### config.mk
export PLATFORM = sky130hd
export DESIGN_NAME = mtc_mac
export DESIGN_NICKNAME = d
export VERILOG_FILES = /design/src/mtc_pkg.sv /design/src/mtc_mac.sv
export SDC_FILE = /design/constraint.sdc
export NUM_CORES = 2
export LEC_CHECK = 0
export BUFFER_PORTS_ARGS = -buffer_cell sky130_fd_sc_hd__buf_4
export CAP_MARGIN = 20
export CORE_UTILIZATION = 45
export DETAILED_ROUTE_END_ITERATION = 10
export PLACE_DENSITY_LB_ADDON = 0.2
export SETUP_SLACK_MARGIN = 0.02
export SYNTH_ARGS = -nofsm -noshare
export SYNTH_HDL_FRONTEND = slang
export SYNTH_SLANG_ARGS = --single-unit
### constraint.sdc
create_clock -name clk -period 12.35 [get_ports clk]
set_clock_uncertainty 0.1 [all_clocks]
set_input_delay 0 -clock clk [delete_from_list [all_inputs] [get_ports clk]]
set_output_delay 0 -clock clk [all_outputs]
set_load 0.005 [all_outputs]
### src/mtc_pkg.sv
// shared types, constants and tables for the matrix transform composer
`timescale 1ns / 1ps
package mtc_pkg;

  localparam int FRAC_BITS    = 16;
  localparam int CORDIC_STEPS = 16;
  localparam int CORDIC_FRAC  = 30;
  localparam int STEP_W       = $clog2(CORDIC_STEPS + 1);
  localparam int CW           = 34;
  localparam int PROD_W       = 64;
  localparam int ACC_W        = PROD_W - FRAC_BITS + 2;

  localparam logic signed [CW-1:0] CORDIC_GAIN = CW'(32'sh26DD3B6A);
  localparam logic signed [CW-1:0] CORDIC_HALF =
    CW'(64'sd1 <<< (CORDIC_FRAC - FRAC_BITS - 1));
  localparam logic signed [31:0] FX_ONE = 32'(64'sd1 <<< FRAC_BITS);

  typedef enum logic [2:0] {
    CMD_LOAD_CUR = 3'd0,
    CMD_ROT_X    = 3'd1,
    CMD_ROT_Y    = 3'd2,
    CMD_ROT_Z    = 3'd3,
    CMD_SCALE    = 3'd4,
    CMD_XLATE    = 3'd5,
    CMD_LOAD_OP  = 3'd6,
    CMD_MULT     = 3'd7
  } cmd_t;

  typedef enum logic [3:0] {
    ST_IDLE   = 4'b0001,
    ST_CORDIC = 4'b0010,
    ST_MAC    = 4'b0100,
    ST_EMIT   = 4'b1000
  } state_t;

  // one multiply-accumulate beat into the shared unit
  typedef struct packed {
    logic       vld;
    logic       first;
    logic       last;
    logic [3:0] idx;
  } mac_ctl_t;

  // finished element out of the shared unit
  typedef struct packed {
    logic              vld;
    logic [3:0]        idx;
    logic              ovf;
    logic signed [31:0] val;
  } mac_res_t;

  // arctangent table in units of 2^-32 turn
  function automatic logic signed [31:0] atan_turn(input logic [STEP_W-1:0] i);
    logic signed [31:0] v;
    case (i)
      5'd0:  v = 32'sh20000000;
      5'd1:  v = 32'sh12E4051D;
      5'd2:  v = 32'sh09FB385B;
      5'd3:  v = 32'sh051111D4;
      5'd4:  v = 32'sh028B0D43;
      5'd5:  v = 32'sh0145D7E1;
      5'd6:  v = 32'sh00A2F61E;
      5'd7:  v = 32'sh00517C55;
      5'd8:  v = 32'sh0028BE53;
      5'd9:  v = 32'sh00145F2E;
      5'd10: v = 32'sh000A2F98;
      5'd11: v = 32'sh000517CC;
      5'd12: v = 32'sh00028BE6;
      5'd13: v = 32'sh000145F3;
      5'd14: v = 32'sh0000A2F9;
      5'd15: v = 32'sh0000517C;
      5'd16: v = 32'sh000028BE;
      5'd17: v = 32'sh0000145F;
      5'd18: v = 32'sh00000A2F;
      5'd19: v = 32'sh00000517;
      5'd20: v = 32'sh0000028B;
      5'd21: v = 32'sh00000145;
      5'd22: v = 32'sh000000A2;
      5'd23: v = 32'sh00000051;
      default: v = 32'sh0;
    endcase
    return v;
  endfunction

endpackage

### src/mtc_mac.sv
// shared multiply-accumulate unit with truncation and saturation
`timescale 1ns / 1ps
module mtc_mac
  import mtc_pkg::*;
(
  input  logic               clk,
  input  logic               rst_n,
  input  mac_ctl_t           ctl,
  input  logic signed [31:0] op_a,
  input  logic signed [31:0] op_b,
  output mac_res_t           res
);

  logic signed [PROD_W-1:0] prod_r;
  mac_ctl_t                 ctl_r;
  logic signed [ACC_W-1:0]  acc_r, acc_nxt, term;
  logic signed [PROD_W-1:0] prod_sh;
  mac_res_t                 res_r, res_nxt;

  // multiply stage
  always_ff @(posedge clk) begin
    if (!rst_n) ctl_r <= '0;
    else        ctl_r <= ctl;
    prod_r <= op_a * op_b;
  end

  // accumulate the truncated product
  assign prod_sh = prod_r >>> FRAC_BITS;
  assign term    = ACC_W'(prod_sh);
  assign acc_nxt = (ctl_r.first ? ACC_W'(0) : acc_r) + term;

  // saturate on the last term of an element
  always_comb begin
    res_nxt     = '0;
    res_nxt.vld = ctl_r.vld && ctl_r.last;
    res_nxt.idx = ctl_r.idx;
    res_nxt.val = acc_nxt[31:0];
    if (acc_nxt > ACC_W'(32'sh7FFFFFFF)) begin
      res_nxt.val = 32'sh7FFFFFFF;
      res_nxt.ovf = 1'b1;
    end else if (acc_nxt < ACC_W'(-33'sd2147483648)) begin
      res_nxt.val = 32'sh80000000;
      res_nxt.ovf = 1'b1;
    end
  end

  always_ff @(posedge clk) begin
    if (!rst_n) res_r <= '0;
    else        res_r <= res_nxt;
    if (ctl_r.vld) acc_r <= acc_nxt;
  end

  assign res = res_r;

endmodule

Word level (Yosys, flattened, before mapping)
Index checks and enable logic that the tools add are counted.
- flip-flop bits (word level): 159
- latch bits: 0
- RAM bits: 0
- ROM bits: 0
- output and inout port bits: 38
- word-level logic and storage cells: 21
- memories kept: 0
- $add $sub $neg: 1
- multipliers: 1
- divide/modulo/power cells: 0
- order comparisons: 2
- eq/ne operators: 0
- shift-type cells: 0
- mux-type cells: 3
- bitwise operators: 1
- reductions and logical operators: 2
- operators with widths (operator ; number):
    $mux W33 ; 2
    $mul A32 B32 Y64 ; 1
    $add A50 B48 Y50 ; 1
    $gt A50 B32 Y1 const B ; 1
    $lt A50 B32 Y1 const B ; 1
    $mux W50 ; 1
    $reduce_or A2 Y1 ; 1
    $logic_and A1 B1 Y1 ; 1
    $not A1 Y1 ; 1

Logic depth before layout (Yosys ltp)
- depth in word-level cells: 5
- depth in mapped cells: 29
- gate-level depth less buffers: 28

Least setup slack after synthesis
OpenSTA, ideal clock, no wires.
- kind: input-to-reg
- from: input port op_b[3]
- to: register prod_r[63]
- arrival: 7.136 ns
- required time: 12.129 ns
- path slack: 4.994 ns
- stages: 25
- buffers on the path: 1
- path through: clkbuf_1 -> and2_1 -> fa_1 -> fa_1 -> fa_1 -> fa_1 -> inv_1 -> fa_1 -> inv_1 -> fa_1 -> inv_1 -> fa_1 -> inv_1 -> fa_1 -> ha_1 -> a21o_1 -> a21o_1 -> a21o_1 -> a21o_1 -> a21oi_1 -> inv_1 -> or3_1 -> a31oi_1 -> nor3_1 -> xnor2_1
- cells in the longest elaborated chain, start to end: 1
- ends and longest elaborated chain (element ; RTL line ; text):
    from (decl) ; mtc_mac.sv:10 ; input logic signed [31:0] op_b,
    $mul A32 B32 Y64 ; mtc_mac.sv:24 ; prod_r <= op_a * op_b;
    to (signal assigned) ; mtc_mac.sv:24 ;
    to (decl) ; mtc_mac.sv:14 ; logic signed [PROD_W-1:0] prod_r;
Every way passes these cells.
A chain may end at the register's enable or synchronous reset.

Worst setup path after layout
- from: input port op_b[8]
- to: register prod_r[58]
The elaborated chain is that of the path after synthesis.

==> results by group <==
Critical path
  – Crit path max-delay cell type: a221oi_1
  – Worst R2R Setup Slack: 7.34 ns
  – Critical path class: input pin to register
  – Critical path endpoint category: register
  – Max incr delay on CP: 0.74 ns
  – Worst Setup Start Kind: input pin
  – CP most frequent cell: fa_1
  – Critical path peak fanout: 32
  – Worst EP required: 12.61 ns
  – Crit path DAT: 8.45 ns
  – Critical R2R Capture: res[32]
  – Worst Reg-to-Reg Cells: 15
  – RR Startpoint: ctl_r[5]

Synth
  – Syn Nets: 5880
  – Top FF cell, synth: dfxtp_1
  – Post-synthesis mux area share: 0
  – Syn Std Cell Area: 42600 sq um
  – Synth Area in Simple Gates: 0.158
  – Seq cells post-synth: 143
  – Post-Synth Adder-Cell Area: 0.575
  – Post-synth EDFFs: 50
  – Seq/Total Area, Yosys: 0.0789
  – Mean post-synth cell area: 9.48 sq um
  – Mapped Cells: 4496
  – Async S/R FF share, synth: 0
  – Compound-cell area share of the yosys netlist: 0.0552
  – Synth unique cells: 76
  – Post-Synth XOR/XNOR Area: 0.0216
  – Synth warnings: 0
  – Main combinational cell family by area after synthesis: adder cells

Drt
  – Routed wl met3: 3510 um
  – WL final: 109000 um
  – Drt via density: 5.13
  – Antenna-violating nets left: 0
  – Wire per inst: 19.1 um
  – DRC: 0
  – First-pass iteration count of the detailed router: 5
  – WL met2: 57600 um
  – Top sig layer: met5
  – Number of DRC markers in iteration 0: 1494
  – M1 wire length: 43600 um
  – DR vias: 29.2k

GRT
  – GRT Total Usage: 0.243
  – GRT Residual Overflow: 0
  – Largest net degree at the start of global routing: 51
  – First-pass GRT wire length: 180000 um
  – Vias in the first global route: 33.2k
  – Antenna violations before repair: 2

Die
  – Core area: 93600 sq um
  – Row count: 112
  – DIE WIDTH: 310 um
  – Die ar.: 95900 sq um
  – Die Y: 310 um
  – Initial core utilization: 0.455
  – Top-Level Pins: 111

Timing
  – Worst rel slew slack: 0.381
  – Final Setup Violations: 0
  – Setup TNS: 0 ns
  – Fin. Hold Viols: 0
  – Slew @ Worst Pin: 0.919 ns
  – Max Fclk: 0.122 GHz
  – Final min period: 8.19 ns
  – Final period util: 0.663
  – Fin. max-slew vios: 0
  – RSZ-0062 raised after global routing: false

Outcome
  – Run status: finished, final reports clean

Cells and area
  – Fin nets: 5805
  – Commonest non-fill, non-tap cell in the layout: fa_1
  – Commonest non-fill, non-tap cells in the layout: fa_1 (1082), inv_1 (1018), nand2_1 (561), and2_1 (513), ha_1 (229)
  – Area Overhead vs Synth: 5.30%
  – # fillers: 9036
  – Share of cells above drive strength 1: 0.0413

CTS
  – Cts repair resizes: 0
  – Clk root buf: clkbuf_16
  – Hold_buf cts: 15
  – Worst skew pair latency: 0.43 ns
  – # clock sinks: 143
  – CTS buffer count: 17
  – Htree depth: 4
  – # Post-CTS Setup Buffers: 0
  – CTS tree: yes
  – Clock Pin Slew Worst Setup and Hold Paths: 0.07 ns
  – Clk buf depth: 2

Place
  – PortBufs: 110
  – Dpl hpwl: 89600 um
  – Routability cong.: 0.879

Hold path
  – Hold depth: 1
  – Hold WC Path Type: register to register
  – Hold Startpoint: ctl_r[2]
  – Hold Path End: res[35]

Run
  – Max Cap Viol: 0
-- cell families (layout without fill, tap and decap cells) --
family                     after synthesis  after routing
AOI/OAI and AO/OA                      360            360
xor gates and xnor gates               105            105
adders and majority gates             1311           1311
buffers and inverters                 1244           1182
DFF                                    143            143
other                                    0              2
and+or+nand+nor                       1333           1333
-- worst max-delay path: cells and delay by family --
kind / cells / cell delay (ns)
AOI/OAI and AO/OA: 10 / 3.23
xor gates and xnor gates: 1 / 0.11
adders and majority gates: 9 / 4.18
buffers and inverters: 8 / 0.76
and+or+nand+nor: 1 / 0.15
-- through the flow --
step           setup WS [ns]  instance area, sq um  instances   util  hold slack, ns
2_1_floorplan           4.99                 42600       4496      -          0.0122
3_3_place_gp            3.95                 44200       5641  0.472           0.109
3_5_place_dp            3.92                 44200       5641  0.472           0.113
4_1_cts                 4.34                 44900       5688  0.479           0.325
5_1_grt                 3.88                 44900       5688  0.479           0.346
6_report                4.16                 44900       5690  0.479           0.335
-- registers in the layout, indices dropped and copies added (netlist names) --
name and count:
res 38, acc_r 50, prod_r 48, ctl_r 7
-- cells in the mapped netlist (all sizes together) (2+ instances only) --
library cell / number / area, sq um
o311a: 2 / 20.0
a21boi: 3 / 22.5
or2: 3 / 18.8
nor2b: 56 / 350
o31ai: 5 / 51.3
o31a: 2 / 17.5
o21ba: 2 / 20.0
a31oi: 6 / 37.5
a31o: 5 / 52.6
a211oi: 17 / 153
a211o: 5 / 43.8
o211ai: 11 / 87.6
o41ai: 3 / 41.3
xor2: 36 / 315
nor4: 5 / 37.5
and4: 3 / 26.3
edfxtp: 50 / 1500
and3: 9 / 56.3
a2111oi: 4 / 35.0
o21ai: 70 / 362
fa: 1082 / 21700
ha: 229 / 2870
a221oi: 4 / 35.0
a41oi: 2 / 17.5
buf: 21 / 138
and2: 513 / 3210
clkbuf: 204 / 771
nand3: 18 / 90.1
o21bai: 12 / 90.1
inv: 1018 / 3820
or4: 5 / 37.5
nand2: 561 / 2110
nand4b: 2 / 17.5
a311oi: 2 / 17.5
o21a: 15 / 113
nand4: 25 / 163
nor2: 90 / 338
nand2b: 15 / 93.8
or3: 7 / 43.8
xnor2: 69 / 604
dfxtp: 93 / 1860
a21o: 42 / 315
nor3: 17 / 90.1
a21oi: 133 / 692
o22ai: 5 / 31.3
-- per-layer routing --
metal,vias to the layer above,global-route usage
met5,-,0
met4,2,0.0798
met3,158,0.0241
met2,621,0.454
met1,15400,0.291
li1,13100,-
-- area by class of cell --
class / count / area [sq um] / area share
clock buffers: 20 / 468 / 0.0104
diodes: 2 / 5.00 / 0.000112
inverters: 1019 / 3820 / 0.0852
multi-input cells: 3109 / 34500 / 0.769
flip-flops and latches: 143 / 3370 / 0.0750
clock inverters: 12 / 100 / 0.00223
well taps: 1254 / 1570 / 0.0350
repair buffers: 131 / 1020 / 0.0228
-- how the worst max path moves through the flow --
stage | startpoint | to
after detailed placement | op_b[8] | prod_r[58]
after global routing | op_b[8] | prod_r[58]
after CTS | op_b[8] | prod_r[58]
final | op_b[8] | prod_r[58]
after global placement | op_b[8] | prod_r[58]
after floorplan | op_b[3] | prod_r[63]
Power is left out: the tool's default activity adds up to more than one toggle a clock period on the data nets, which glitch-free logic cannot reach.
